`src/design/i2p_pkg.sv`:
```
`timescale 1ns / 1ps
`default_nettype none

package i2p_pkg;

  // Operator codes as they are kept on the operator stack.
  typedef enum logic [2:0] {
    OP_NONE = 3'd0,
    OP_ADD  = 3'd1,
    OP_SUB  = 3'd2,
    OP_MUL  = 3'd3,
    OP_DIV  = 3'd4,
    OP_POW  = 3'd5,
    OP_OPEN = 3'd6
  } op_e;

  localparam int unsigned OpWidth = 3;

  localparam logic [7:0] CH_ADD   = 8'h2B;
  localparam logic [7:0] CH_SUB   = 8'h2D;
  localparam logic [7:0] CH_MUL   = 8'h2A;
  localparam logic [7:0] CH_DIV   = 8'h2F;
  localparam logic [7:0] CH_POW   = 8'h5E;
  localparam logic [7:0] CH_OPEN  = 8'h28;
  localparam logic [7:0] CH_CLOSE = 8'h29;
  localparam logic [7:0] CH_NUL   = 8'h00;

  localparam logic [1:0] ERR_NONE      = 2'd0;
  localparam logic [1:0] ERR_OVERFLOW  = 2'd1;
  localparam logic [1:0] ERR_UNMATCHED = 2'd2;

  typedef struct packed {
    logic [7:0] in_char;
    logic       in_last;
  } in_t;

  typedef struct packed {
    logic [7:0] out_char;
    logic       out_last;
    logic [1:0] out_error;
  } out_t;

  function automatic logic is_letter(input logic [7:0] c);
    return ((c >= 8'h41) && (c <= 8'h5A)) || ((c >= 8'h61) && (c <= 8'h7A));
  endfunction

  function automatic op_e op_code(input logic [7:0] c);
    op_e r;
    unique case (c)
      CH_ADD:  r = OP_ADD;
      CH_SUB:  r = OP_SUB;
      CH_MUL:  r = OP_MUL;
      CH_DIV:  r = OP_DIV;
      CH_POW:  r = OP_POW;
      CH_OPEN: r = OP_OPEN;
      default: r = OP_NONE;
    endcase
    return r;
  endfunction

  function automatic logic [1:0] prec(input op_e op);
    logic [1:0] r;
    unique case (op) inside
      OP_POW:         r = 2'd3;
      OP_MUL, OP_DIV: r = 2'd2;
      OP_ADD, OP_SUB: r = 2'd1;
      default:        r = 2'd0;
    endcase
    return r;
  endfunction

  function automatic logic [7:0] op_ascii(input op_e op);
    logic [7:0] r;
    unique case (op)
      OP_ADD:  r = CH_ADD;
      OP_SUB:  r = CH_SUB;
      OP_MUL:  r = CH_MUL;
      OP_DIV:  r = CH_DIV;
      OP_POW:  r = CH_POW;
      OP_OPEN: r = CH_OPEN;
      default: r = CH_NUL;
    endcase
    return r;
  endfunction

endpackage

`default_nettype wire

```
`src/design/infix_to_postfix_converter.sv`:
```
`timescale 1ns / 1ps
`default_nettype none

// Infix to postfix converter using the shunting-yard method. Characters of an
// infix expression arrive one per input transfer, the final one flagged by
// in_last; postfix characters leave one per output transfer, and the final
// result of each expression carries out_last. Letters pass through, the
// operators + - * / ^ and parentheses are reordered through an operator stack
// of STACK_DEPTH entries held in a single-port-read RAM, and other characters
// are dropped. A push onto a full stack reports out_error 1, a ')' without a
// matching '(' reports out_error 2; after an error the rest of the expression
// is skipped and its last character yields a single terminator result. The
// block takes one character at a time and holds in_stall_o high while it
// works on it. A letter or an ignored character goes from the idle state to
// the finish state. Every stack entry that is examined costs a RAM read and
// a compare by the shared precedence comparator, a push costs a state of its
// own, and a walk that runs down to an empty stack costs a further read that
// finds it empty. On the last character the flush then reads and compares
// each entry still stacked. After an error each skipped character is taken
// in the idle state alone, and the last one also passes the finish state.
// Output backpressure adds stalls on top.
module infix_to_postfix_converter #(
  parameter int unsigned STACK_DEPTH = 32
) (
  input  wire logic           clk_i,
  input  wire logic           rst_ni,
  input  wire logic           in_valid_i,
  output logic                in_stall_o,
  input  wire i2p_pkg::in_t   in_data_i,
  output logic                out_valid_o,
  input  wire logic           out_stall_i,
  output i2p_pkg::out_t       out_data_o
);

  import i2p_pkg::*;

  localparam int unsigned AddrW = (STACK_DEPTH > 1) ? $clog2(STACK_DEPTH) : 1;
  localparam int unsigned CntW  = $clog2(STACK_DEPTH + 1);

  typedef enum logic [4:0] {
    S_IDLE = 5'b00001,
    S_RD   = 5'b00010,
    S_CHK  = 5'b00100,
    S_PUSH = 5'b01000,
    S_FIN  = 5'b10000
  } state_e;

  // What the stack walk is doing for the current character.
  typedef enum logic [1:0] {
    M_CLOSE,
    M_OPER,
    M_FLUSH
  } mode_e;

  localparam out_t TermRes = '{out_char: CH_NUL, out_last: 1'b0, out_error: ERR_NONE};

  state_e          state_q, state_d;
  mode_e           mode_q, mode_d;
  op_e             code_q, code_d;
  logic            last_q, last_d;
  logic [CntW-1:0] count_q, count_d;
  logic            err_seen_q, err_seen_d;

  // The most recent result is held back one step, because only the end of a
  // character's work tells whether it is the final result of the expression.
  logic            hold_v_q, hold_v_d;
  out_t            hold_q, hold_d;
  logic            out_v_q, out_v_d;
  out_t            out_q, out_d;

  logic            in_xfer;
  logic            out_free;
  logic            can_emit;
  logic            ram_we;
  logic            ram_re;
  logic [CntW-1:0] cnt_m1;
  logic [OpWidth-1:0] ram_rdata;
  op_e             top_op;
  logic            pop_ok;
  logic            stack_full;
  op_e             in_op;

  assign in_stall_o  = (state_q != S_IDLE);
  assign in_xfer     = in_valid_i && !in_stall_o;
  assign out_valid_o = out_v_q;
  assign out_data_o  = out_q;

  assign out_free   = !out_v_q || !out_stall_i;
  assign can_emit   = !hold_v_q || out_free;
  assign cnt_m1     = count_q - 1'b1;
  assign top_op     = op_e'(ram_rdata);
  assign stack_full = (count_q >= CntW'(STACK_DEPTH));
  assign in_op      = op_code(in_data_i.in_char);

  // An operator pops the top while the top binds tighter, or equally tight
  // for the left-associative operators.
  assign pop_ok = (top_op != OP_OPEN) &&
                  ((prec(top_op) > prec(code_q)) ||
                   ((prec(top_op) == prec(code_q)) && (code_q != OP_POW)));

  assign ram_we = (state_q == S_PUSH) && !stack_full;
  assign ram_re = (state_q == S_RD) && (count_q != '0);

  i2p_ram #(
    .Width(OpWidth),
    .Depth(STACK_DEPTH)
  ) u_stack (
    .clk_i  (clk_i),
    .we_i   (ram_we),
    .waddr_i(count_q[AddrW-1:0]),
    .wdata_i(code_q),
    .re_i   (ram_re),
    .raddr_i(cnt_m1[AddrW-1:0]),
    .rdata_o(ram_rdata)
  );

  always_comb begin
    logic prod;
    out_t prod_res;
    logic fin_push;
    out_t fin_res;

    state_d    = state_q;
    mode_d     = mode_q;
    code_d     = code_q;
    last_d     = last_q;
    count_d    = count_q;
    err_seen_d = err_seen_q;
    prod       = 1'b0;
    prod_res   = TermRes;
    fin_push   = 1'b0;
    fin_res    = TermRes;

    unique case (state_q)
      S_IDLE: begin
        if (in_xfer) begin
          last_d = in_data_i.in_last;
          code_d = in_op;
          if (err_seen_q) begin
            // The rest of a failed expression is skipped up to its end.
            if (in_data_i.in_last) begin
              err_seen_d = 1'b0;
              count_d    = '0;
              state_d    = S_FIN;
            end
          end else if (in_data_i.in_char == CH_CLOSE) begin
            mode_d  = M_CLOSE;
            state_d = S_RD;
          end else if (in_op == OP_OPEN) begin
            state_d = S_PUSH;
          end else if (in_op != OP_NONE) begin
            mode_d  = M_OPER;
            state_d = S_RD;
          end else begin
            if (is_letter(in_data_i.in_char)) begin
              // The hold stage is always empty between characters.
              prod              = 1'b1;
              prod_res.out_char = in_data_i.in_char;
            end
            mode_d  = M_FLUSH;
            state_d = in_data_i.in_last ? S_RD : S_FIN;
          end
        end
      end

      S_RD: begin
        if (count_q != '0) begin
          state_d = S_CHK;
        end else begin
          case (mode_q)
            M_CLOSE: begin
              if (can_emit) begin
                prod               = 1'b1;
                prod_res.out_error = ERR_UNMATCHED;
                count_d            = '0;
                err_seen_d         = !last_q;
                state_d            = S_FIN;
              end
            end
            M_OPER:  state_d = S_PUSH;
            default: state_d = S_FIN;
          endcase
        end
      end

      S_CHK: begin
        case (mode_q)
          M_CLOSE: begin
            if (top_op == OP_OPEN) begin
              count_d = cnt_m1;
              mode_d  = M_FLUSH;
              state_d = last_q ? S_RD : S_FIN;
            end else if (can_emit) begin
              prod              = 1'b1;
              prod_res.out_char = op_ascii(top_op);
              count_d           = cnt_m1;
              state_d           = S_RD;
            end
          end
          M_OPER: begin
            if (!pop_ok) begin
              state_d = S_PUSH;
            end else if (can_emit) begin
              prod              = 1'b1;
              prod_res.out_char = op_ascii(top_op);
              count_d           = cnt_m1;
              state_d           = S_RD;
            end
          end
          default: begin
            // Flush: an open parenthesis left at the end is dropped silently.
            if (top_op == OP_OPEN) begin
              count_d = cnt_m1;
              state_d = S_RD;
            end else if (can_emit) begin
              prod              = 1'b1;
              prod_res.out_char = op_ascii(top_op);
              count_d           = cnt_m1;
              state_d           = S_RD;
            end
          end
        endcase
      end

      S_PUSH: begin
        if (!stack_full) begin
          count_d = count_q + 1'b1;
          mode_d  = M_FLUSH;
          state_d = last_q ? S_RD : S_FIN;
        end else if (can_emit) begin
          prod               = 1'b1;
          prod_res.out_error = ERR_OVERFLOW;
          count_d            = '0;
          err_seen_d         = !last_q;
          state_d            = S_FIN;
        end
      end

      S_FIN: begin
        if (!last_q && !hold_v_q) begin
          state_d = S_IDLE;
        end else if (out_free) begin
          // Release the held result; on the last character an empty hold
          // turns into a terminator result.
          fin_push         = 1'b1;
          fin_res          = hold_v_q ? hold_q : TermRes;
          fin_res.out_last = last_q;
          state_d          = S_IDLE;
        end
      end

      default: state_d = S_IDLE;
    endcase

    hold_d   = hold_q;
    hold_v_d = hold_v_q;
    out_v_d  = out_v_q && out_stall_i;
    out_d    = out_q;
    if (prod) begin
      if (hold_v_q) begin
        out_d   = hold_q;
        out_v_d = 1'b1;
      end
      hold_d   = prod_res;
      hold_v_d = 1'b1;
    end
    if (fin_push) begin
      out_d    = fin_res;
      out_v_d  = 1'b1;
      hold_v_d = 1'b0;
    end
  end

  always_ff @(posedge clk_i or negedge rst_ni) begin
    if (!rst_ni) begin
      state_q    <= S_IDLE;
      mode_q     <= M_FLUSH;
      count_q    <= '0;
      err_seen_q <= 1'b0;
      hold_v_q   <= 1'b0;
      out_v_q    <= 1'b0;
    end else begin
      state_q    <= state_d;
      mode_q     <= mode_d;
      count_q    <= count_d;
      err_seen_q <= err_seen_d;
      hold_v_q   <= hold_v_d;
      out_v_q    <= out_v_d;
    end
  end

  always_ff @(posedge clk_i) begin
    code_q <= code_d;
    last_q <= last_d;
    hold_q <= hold_d;
    out_q  <= out_d;
  end

endmodule

`default_nettype wire

```
`src/design/i2p_ram.sv`:
```
`timescale 1ns / 1ps
`default_nettype none

// Simple dual-port RAM with one write port and a registered read port.
module i2p_ram #(
  parameter int unsigned Width = 8,
  parameter int unsigned Depth = 32,
  parameter int unsigned AddrW = (Depth > 1) ? $clog2(Depth) : 1
) (
  input  wire logic             clk_i,
  input  wire logic             we_i,
  input  wire logic [AddrW-1:0] waddr_i,
  input  wire logic [Width-1:0] wdata_i,
  input  wire logic             re_i,
  input  wire logic [AddrW-1:0] raddr_i,
  output logic      [Width-1:0] rdata_o
);

  logic [Width-1:0] mem_q [Depth];
  logic [Width-1:0] rdata_q;

  always_ff @(posedge clk_i) begin
    if (we_i) begin
      mem_q[waddr_i] <= wdata_i;
    end
    if (re_i) begin
      rdata_q <= mem_q[raddr_i];
    end
  end

  assign rdata_o = rdata_q;

endmodule

`default_nettype wire

```
`config.mk`:
```
export PLATFORM = sky130hd
export DESIGN_NAME = infix_to_postfix_converter
export DESIGN_NICKNAME = d
export VERILOG_FILES = /design/src/design/i2p_pkg.sv /design/src/design/infix_to_postfix_converter.sv /design/src/design/i2p_ram.sv
export SDC_FILE = /design/constraint.sdc
export NUM_CORES = 1
export LEC_CHECK = 0
export BUFFER_PORTS_ARGS = -buffer_cell sky130_fd_sc_hd__buf_2
export CORE_MARGIN = 8
export CORE_UTILIZATION = 51
export DETAILED_ROUTE_END_ITERATION = 6
export PLACE_DENSITY = 0.79
export SLEW_MARGIN = 20
export SYNTH_ARGS = -nofsm -noshare
export SYNTH_HDL_FRONTEND = slang
export SYNTH_SLANG_ARGS = --single-unit
```
`constraint.sdc`:
```
create_clock -name clk_i -period 3.45 [get_ports clk_i]
set_clock_uncertainty 0.1 [all_clocks]
set_input_delay 0.1725 -clock clk_i [delete_from_list [all_inputs] [get_ports clk_i]]
set_output_delay 0.1725 -clock clk_i [all_outputs]
set_load 0.1 [all_outputs]
```
==> out/metrics.yaml, run 1 <==
run_status:
  status: "finished, final reports clean"
sta:
  finalHoldViolations: 0
  rsz0062_at_grt: "false"
  slew_viol_final: 0
  min_period_over_period_pct: 87.61
  slew_headroom_pct: 51.91
  fmax_mhz: 330.8
  setup_viol: 0
  min_period_ns: 3.023
  tns_ns: 0
  worst-slew-pin-transition_ns: 0.7162
synth:
  synth.avg_cell_area_um2: 13.56
  synthesis.instances: 504
  synth_top_cell_by_area: "edfxtp_1"
  syn-num-nets: 526
  yosysUniqueCellTypes: 70
  yosysWarnings: 0
  ys_ff_latch: 140
  netlist_area_mm2: 0.006833
  synth_edf_count: 124
  synthFlopType: "edfxtp_1"
  yosys.area.top_type_share_pct: 54.50
  ys_top_cells_by_area: "edfxtp_1 54%, mux4_1 6.5%, dfrtp_1 5.1%"
  async_reset_ff_share_pct: 11.43
  ys_seq_area_share_pct: 60.39
detailed_routing:
  detail-route-antenna-nets: 0
  dr.first_iter.drc_count: 597
  drt-vias-per-instance: 6.188
  dr.pass1.iters: 6
  drc_errors: 0
  totalWireLength_um: 14750
  vias: 4511
  detail_route.wl_per_cell_um: 20.23
layout:
  fill_cells: 998
  synthToLayoutAreaGrowth_pct: 13.83
  drive_gt1_share_pct: 17.00
  antenna_cells: 0
  stdcell_area_mm2: 0.007777
  instances_no_fill: 729
  fin_nets: 562
grt:
  grt_pass1_wl_um: 23800
  antenna_found_initial: 0
  grt-ovfl-total: 0
  grt_max_degree: 33
  grt_pass1_vias: 4621
  track_usage_pct: 17.52
worst_setup_path:
  path_class: "flop to flop"
  worstReg2RegStart: "u_stack.rdata_o[2]"
  crit_buf_inv: 1
  critPathMaxFanout: 12
  cp-start-kind: "flop"
  end_kind: "flop"
  path_delay_family: "simple AND/OR/NAND/NOR gates"
  cp_slowest_cell: "edfxtp_1"
  max_stage_delay_ns: 0.56
  reg2reg_depth: 11
  cp.required_ns: 3.66
  r2r_end: "count_q[1]"
  path_cells: "inv_1 -> nand2_1 -> nor2_1 -> nor2_1 -> ha_1 -> nand2b_1 -> a211oi_1 -> nor3_1 -> o211ai_2 -> nand2b_1 -> a22o_1"
  worstPathArrival_ns: 3.23
  r2r_setup_slack_ns: 0.43
floorplan:
  io_pins: 26
  die_h_um: 131.8
  start_util_pct: 51.80
  chipWidth_um: 131.8
  die_area_mm2: 0.01736
  num_rows: 42
  coreArea_mm2: 0.01319
clock_tree:
  cts_sinks: 140
  cts_buffers: 17
  clkTransAtPathRegs_ns: 0.06
  cts_tree: "done"
  postCtsSetupRepairBufs: 0
  clock_path_buffers: 2
  cts_max_level: 4
  root_buffer: "clkbuf_16"
  clk_latency_ns: 0.42
worst_hold_path:
  holdPathEnd: "hold_q[4]"
  min_from: "in_data_i[2]"
  worstHoldPathCells: 2
  hold_class: "primary input to flop"
job:
  cap_violations: 0
power:
  intPower_w: 0.003932
  power_density_mw_per_mm2: 752.4
  vdd_ir_drop_max_uv: 449.6
  p_sw_w: 0.001920
  power_w: 0.005852
  clock_power_share_pct: 30.8
  power_frac_seq_pct: 37.1
  sw_frac_of_total_pct: 32.81
  p_leak_nw: 2.722
  combPwrFrac_pct: 32.1
placed_design:
  dp_cells: 691
  post_dp_cell_area_mm2: 0.007134
  io_buffers: 25
  dpl.hpwl_um: 10150
  place.gp.congestion: 0.8820
[power groups by stage]
stage               clock network (W)  logic, W  registers [W]
floorplan                           0   0.00129        0.00233
CTS                           0.00182   0.00187        0.00217
detailed placement                  0   0.00185        0.00220
global route                  0.00189   0.00201        0.00219
global placement                    0   0.00181        0.00220
finish                        0.00180   0.00188        0.00217
[through the flow]
stage / hold WS [ns] / utilization, % / setup WS, ns
after CTS: 0.07346 / 58.96 / 0.4761
after global placement: 0.01801 / 54.09 / 0.6038
after floorplan: -0.2231 / - / 0.2196
final: 0.1032 / 58.96 / 0.4273
after global routing: 0.1016 / 58.96 / 0.1867
after detailed placement: 0.02070 / 54.09 / 0.5104
[final cells by class]
class | count | area, um^2 | share of cell area (%)
clock buffer | 20 | 436.7 | 5.615
clock inverter | 12 | 146.4 | 1.882
inverter | 7 | 26.28 | 0.3378
multi-input combinational | 329 | 2531 | 32.55
sequential | 140 | 4126 | 53.06
tap | 176 | 220.2 | 2.831
timing repair buffer | 45 | 290.3 | 3.732
[state kept, by name (all words and copies together) (netlist names), 2 cells and up]
name	count
count_q	6
hold_q	10
mode_q	2
code_q	3
state_q	5
out_data_o	11
u_stack.mem_q	96
u_stack.rdata_o	3
[cells in the mapped netlist (all sizes together) (3+ instances only)]
cell type  number
nand2          31
nor2           65
mux4           30
o2111ai         3
nand3b          5
o21ai          24
nand2b         12
o31ai           3
inv             7
and3            5
a21o            3
and2            4
xnor2           5
o211ai          4
ha              9
edfxtp        124
xor2            4
a21oi          17
buf            16
nor4            4
mux2            6
clkbuf         12
nor2b          19
nand3          19
nor3           10
dfrtp          14
a22o            5
[repair_timing]
item                      CTS  global route
hold buffers                6             0
resized for setup           0             0
hold endpoints to repair   21             0
[layer usage]
layer | vias up | part of all wire, % | global-route usage, %
met1 | 2214 | 40 | 21.25
met3 | 33 | 8.4 | 5.107
li1 | 2031 | - | -
met4 | 0 | 1.8 | 7.466
met5 | - | 0 | 0
met2 | 233 | 50 | 28.70
[placed cells by master (no fill, tap or decap), drive strengths merged, types with 17 or more instances in the layout]
master / instances
nor2: 65
a21oi: 17
nand3: 19
nand2: 31
edfxtp: 124
clkbuf: 20
buf: 39
mux4: 30
o21ai: 24
nor2b: 19
[how the worst max path moves through the flow]
stage	endpoint	depth (start not counted)	from
final	count_q[1]	11	u_stack.rdata_o[2]
after global routing	count_q[1]	11	u_stack.rdata_o[2]
after CTS	count_q[1]	11	u_stack.rdata_o[2]
after detailed placement	count_q[1]	11	u_stack.rdata_o[2]
after global placement	out_data_o[5]	11	u_stack.rdata_o[2]
after floorplan	out_data_o[0]	7	code_q[2]
[cell families (layout without fill, tap and decap cells)]
| logic type | after synthesis | after routing | share of synthesized area [%] |
|---|---|---|---|
| fa+ha+maj | 9 | 9 | 1.648 |
| flops | 140 | 140 | 60.39 |
| simple gates | 187 | 187 | 13.77 |
| other cells | 1 | 1 | 0.05488 |
| xor+xnor | 9 | 9 | 1.154 |
| mux | 37 | 37 | 11.96 |
| buf+inv | 35 | 84 | 2.564 |
| compound gates | 86 | 86 | 8.460 |
Power figures use the tool's default switching activity.
==> run 2, diff against run 1 <==
--- a/config.mk
+++ b/config.mk
@@ -9,7 +9,7 @@
 export CORE_MARGIN = 8
 export CORE_UTILIZATION = 51
 export DETAILED_ROUTE_END_ITERATION = 6
-export PLACE_DENSITY = 0.79
+export PLACE_DENSITY = 0.77
 export SLEW_MARGIN = 20
 export SYNTH_ARGS = -nofsm -noshare
 export SYNTH_HDL_FRONTEND = slang
==> constraint.sdc (replaced) <==
create_clock -name clk_i -period 3 [get_ports clk_i]
set_clock_uncertainty 0.1 [all_clocks]
set_input_delay 0.15 -clock clk_i [delete_from_list [all_inputs] [get_ports clk_i]]
set_output_delay 0.15 -clock clk_i [all_outputs]
set_load 0.1 [all_outputs]
==> out/metrics.yaml, run 2 (same netlist as run 1, synthesis figures left out) <==
run_status:
  status: "finished, final reports clean"
detailed_routing:
  totalWireLength_um: 15140
  dr.pass1.iters: 6
  drt-vias-per-instance: 6.156
  drc_errors: 0
  detail_route.wl_per_cell_um: 20.60
  vias: 4525
  detail-route-antenna-nets: 0
  dr.first_iter.drc_count: 554
power:
  p_leak_nw: 2.766
  intPower_w: 0.004429
  power_frac_seq_pct: 37.0
  p_sw_w: 0.002307
  vdd_ir_drop_max_uv: 506.4
  sw_frac_of_total_pct: 34.24
  clock_power_share_pct: 29.7
  power_density_mw_per_mm2: 857.2
  combPwrFrac_pct: 33.4
worst_setup_path:
  worstPathArrival_ns: 3.09
  cp.required_ns: 3.21
  critPathMaxFanout: 10
  r2r_end: "count_q[0]"
  worstReg2RegStart: "u_stack.rdata_o[0]"
  cp-start-kind: "flop"
  path_class: "flop to flop"
  r2r_setup_slack_ns: 0.12
  reg2reg_depth: 10
  end_kind: "flop"
floorplan:
  io_pins: 26
  die_h_um: 131.8
  num_rows: 42
  start_util_pct: 51.80
  chipWidth_um: 131.8
  die_area_mm2: 0.01736
  coreArea_mm2: 0.01319
layout:
  antenna_cells: 0
  fill_cells: 999
  instances_no_fill: 735
  synthToLayoutAreaGrowth_pct: 15.00
  layout_commonest_cell: "edfxtp_1"
  fin_nets: 568
  largest-register: "u_stack.mem_q"
  stdcell_area_mm2: 0.007858
  drive_gt1_share_pct: 19.14
  largest_reg_flops: 96
  layout_common_cells: "124 x edfxtp_1, 65 x nor2_1, 31 x nand2_1"
worst_hold_path:
  hold_class: "primary input to async pin"
sta:
  slew_headroom_pct: 52.44
  setup_viol: 0
  min_period_ns: 2.883
  worst-slew-pin-transition_ns: 0.7135
  finalHoldViolations: 0
  fmax_mhz: 346.9
  min_period_over_period_pct: 96.09
  slew_viol_final: 0
clock_tree:
  clock_path_buffers: 2
  cts_max_level: 4
  cts_sinks: 140
  clk_latency_ns: 0.43
  cts_tree: "done"
  clkTransAtPathRegs_ns: 0.06
  cts_buffers: 17
  root_buffer: "clkbuf_16"
placed_design:
  dpl.hpwl_um: 10100
  post_dp_cell_area_mm2: 0.007199
  io_buffers: 25
  place.gp.congestion: 0.8827
  dp_cells: 694
grt:
  grt-ovfl-total: 0
  track_usage_pct: 18.14
  grt_max_degree: 33
  grt_pass1_wl_um: 24210
  antenna_found_initial: 0
  grt_pass1_vias: 4539
job:
  cap_violations: 0
## run 2: cell count changes in the layout (fill, tap and decap cells not counted), moves of 2 or more
cell | previous run | this run
clkbuf_1 | 3 | 0
buf_4 | 14 | 18
buf_12 | 0 | 2
bufinv_16 | 3 | 1
inv_6 | 1 | 6
## run 2: worst max-delay path by stage
stage / endpoint / cells after the start / slack [ns] / startpoint
5_1_grt: hold_q[4] / 8 / -0.001 / u_stack.rdata_o[0]
3_3_place_gp: out_data_o[6] / 8 / 0.29 / u_stack.rdata_o[0]
3_5_place_dp: out_data_o[6] / 8 / 0.19 / u_stack.rdata_o[0]
6_report: count_q[0] / 10 / 0.12 / u_stack.rdata_o[0]
4_1_cts: out_data_o[5] / 8 / 0.13 / u_stack.rdata_o[0]
2_1_floorplan: out_data_o[0] / 7 / -0.002 / code_q[2]
## run 2: power groups by stage
stage | sequential, W | combinational (W) | clock, W
finish | 0.00249 | 0.00225 | 0.00200
global route | 0.00250 | 0.00242 | 0.00210
CTS | 0.00249 | 0.00220 | 0.00203
detailed placement | 0.00253 | 0.00217 | 0
global placement | 0.00252 | 0.00212 | 0
floorplan | 0.00268 | 0.00150 | 0
## run 2: cell type report
| class | instances | area, um^2 | share of cell area (%) |
|---|---|---|---|
| multi-input cells | 329 | 2562 | 32.61 |
| well taps | 176 | 220.2 | 2.803 |
| inverters | 7 | 26.28 | 0.3344 |
| clock inverters | 15 | 136.4 | 1.736 |
| clock buffers | 17 | 425.4 | 5.414 |
| flip-flops and latches | 140 | 4126 | 52.52 |
| repair buffers | 51 | 360.3 | 4.586 |
## run 2: metrics by stage
step	hold WS [ns]	power, W	setup WS, ns	util, %	TNS [ns]
final	0.09088	0.006736	0.1172	59.57	0
after global routing	0.07858	0.007021	-0.001447	59.57	-0.005470
after CTS	0.05503	0.006715	0.1295	59.30	0
after detailed placement	0.002393	0.004700	0.1875	54.58	0
after global placement	0.002917	0.004637	0.2892	54.58	0
after floorplan	-0.2456	0.004186	-0.002280	-	-0.02508
## run 2: per-layer routing
layer / wire [um] / global-route usage [%] / part of all wire, % / vias up
li1: - / - / - / 2033
met2: 7361 / 28.56 / 49 / 246
met4: 454 / 10.15 / 3.0 / 0
met5: 0 / 0 / 0 / -
met3: 1252 / 5.526 / 8.3 / 39
met1: 6074 / 21.92 / 40 / 2207
## run 2: critical path, cell delays in order (launching register included)
cell and delay, ns:
edfxtp_1 0.53, nor2b_1 0.26, nor2_1 0.08, ha_1 0.29, nand2b_1 0.12, a211oi_1 0.09, nor3_1 0.48, o211ai_2 0.26
buf_4 0.23, nor3_1 0.25, a21oi_1 0.07
## run 2: what timing repair did
action / CTS / global route
buffers inserted: 0 / 3
setup endpoints to repair: 0 / 13
hold buffers: 6 / 0
resized for setup: 0 / 1
hold endpoints to repair: 22 / 0
==> run 3, diff against run 2 <==
--- a/config.mk
+++ b/config.mk
@@ -7,9 +7,9 @@
 export LEC_CHECK = 0
 export BUFFER_PORTS_ARGS = -buffer_cell sky130_fd_sc_hd__buf_2
 export CORE_MARGIN = 8
-export CORE_UTILIZATION = 51
+export CORE_UTILIZATION = 30
 export DETAILED_ROUTE_END_ITERATION = 6
-export PLACE_DENSITY = 0.77
+export PLACE_DENSITY = 0.54
 export SLEW_MARGIN = 20
 export SYNTH_ARGS = -nofsm -noshare
 export SYNTH_HDL_FRONTEND = slang
==> out/metrics.yaml, run 3 (same netlist as run 1, synthesis figures left out) <==
run_status:
  status: "finished, final reports clean"
power:
  sw_frac_of_total_pct: 34.29
  power_frac_seq_pct: 37.0
  vdd_ir_drop_max_uv: 453.0
  intPower_w: 0.004438
  p_leak_nw: 2.823
  combPwrFrac_pct: 33.1
  p_sw_w: 0.002316
  power_w: 0.006753
  clock_power_share_pct: 29.9
  power_density_mw_per_mm2: 836.3
layout:
  largest_reg_flops: 96
  fill_cells: 2152
  synthToLayoutAreaGrowth_pct: 18.18
  antenna_cells: 0
  stdcell_area_mm2: 0.008075
  layout_common_cells: "124 x edfxtp_1, 65 x nor2_1, 31 x nand2_1"
  multiInputGateArea_mm2: 0.002561
  seqCellArea_mm2: 0.004126
  largest-register: "u_stack.mem_q"
  fin_util_pct: 35.89
  layout_commonest_cell: "edfxtp_1"
  drive_gt1_share_pct: 20.60
  fin_nets: 577
sta:
  min_period_ns: 2.753
  setup_ws_ns: 0.2471
  worst-slew-pin-transition_ns: 0.6949
  finalHoldViolations: 0
  slew_viol_final: 0
  min_period_over_period_pct: 91.76
  setup_viol: 0
  timing.hold.ws_ns: 0.1015
  fmax_mhz: 363.2
  slew_headroom_pct: 53.34
  rsz0062_at_grt: "false"
floorplan:
  chipWidth_um: 166.9
  num_rows: 55
  die_h_um: 166.9
  coreArea_mm2: 0.02250
  io_pins: 26
  die_area_mm2: 0.02786
  start_util_pct: 30.36
worst_setup_path:
  cp-start-kind: "flop"
  worstPathArrival_ns: 2.96
  critPathMaxFanout: 10
  end_kind: "flop"
  critPathLaunch: "u_stack.rdata_o[0]"
  path_class: "flop to flop"
  worstReg2RegStart: "u_stack.rdata_o[0]"
  cp.required_ns: 3.21
detailed_routing:
  drt-vias-per-instance: 5.174
  dr.first_iter.drc_count: 340
  detail-route-antenna-nets: 0
  drc_errors: 0
  dr.pass1.iters: 4
  detail_route.wl_per_cell_um: 18.25
  vias: 4413
  totalWireLength_um: 15570
clock_tree:
  cts_buffers: 17
  root_buffer: "clkbuf_16"
  cts.repair.resized: 0
  clkTransAtPathRegs_ns: 0.06
  cts_sinks: 140
  cts_max_level: 4
  clock_path_buffers: 2
  cts_tree: "done"
  clk_latency_ns: 0.42
grt:
  grt_pass1_vias: 4436
  grt_max_degree: 33
  track_usage_pct: 11.35
  grt_pass1_wl_um: 24570
  antenna_found_initial: 0
  grt-ovfl-total: 0
worst_hold_path:
  hold_class: "primary input to async pin"
placed_design:
  post_dp_cell_area_mm2: 0.007431
  place_ws_ns: 0.1700
  dpl.hpwl_um: 10950
  place.gp.congestion: 0.8594
  io_buffers: 25
job:
  cap_violations: 0
==> run 3: changes by cell type in the layout (fill, tap and decap cells not counted), sizes merged <==
cell / change
buf: +9
clkbuf: +1
clkinvlp: -1
==> run 3: power groups by stage <==
stage | Clock, W | Sequential, W | Combinational [W]
after floorplan | 0 | 0.00268 | 0.00150
after CTS | 0.00205 | 0.00250 | 0.00224
after global placement | 0 | 0.00253 | 0.00221
after detailed placement | 0 | 0.00254 | 0.00223
final | 0.00202 | 0.00250 | 0.00224
after global routing | 0.00214 | 0.00252 | 0.00242
==> run 3: layout make-up <==
class | count | share of cell area, %
clock buffer | 18 | 5.315
clock inverter | 14 | 1.673
inverter | 7 | 0.3254
multi-input combinational | 329 | 31.72
sequential | 140 | 51.10
tap | 285 | 4.416
timing repair buffer | 60 | 5.454
==> run 3: routing by layer <==
layer | up-vias | routed length [um] | track usage (%)
li1 | 2052 | - | -
met1 | 2187 | 7110 | 14.50
met2 | 150 | 7327 | 17.81
met3 | 24 | 821 | 3.144
met4 | 0 | 308 | 4.857
met5 | - | 0 | 0
==> run 3: through the flow <==
step / TNS, ns / std cells
after global placement: 0 / 814
final: 0 / 853
after floorplan: -0.02508 / 504
after CTS: 0 / 852
after global routing: 0 / 853
after detailed placement: 0 / 814
==> run 3: timing repair <==
item / in CTS / in global routing
buffers inserted: 0 / 1
hold buffers: 6 / 0
endpoints found under the hold margin: 22 / 0
setup endpoints to repair: 0 / 11
==> run 3: critical path, cell delays in order (launching register included) <==
cell      delay, ns
edfxtp_1       0.53
nor2b_1        0.22
nor2_1         0.07
ha_1           0.30
nand2b_1       0.16
a211oi_1       0.32
nor3_1         0.17
o211ai_2       0.40
nor2_1         0.14
a22o_1         0.24
==> run 3: final timing paths <==
check / endpoint / slack, ns / cells past startpoint
max in group asynchronous: state_q[0] / 2.37 / 2
worst min-delay path: count_q[2] / 0.10 / 2
worst max-delay path: count_q[2] / 0.25 / 9
worst max register to register: count_q[2] / 0.25 / 9
min in group clk_i: hold_q[4] / 0.10 / 2
worst min register to register: out_data_o[3] / 0.44 / 1
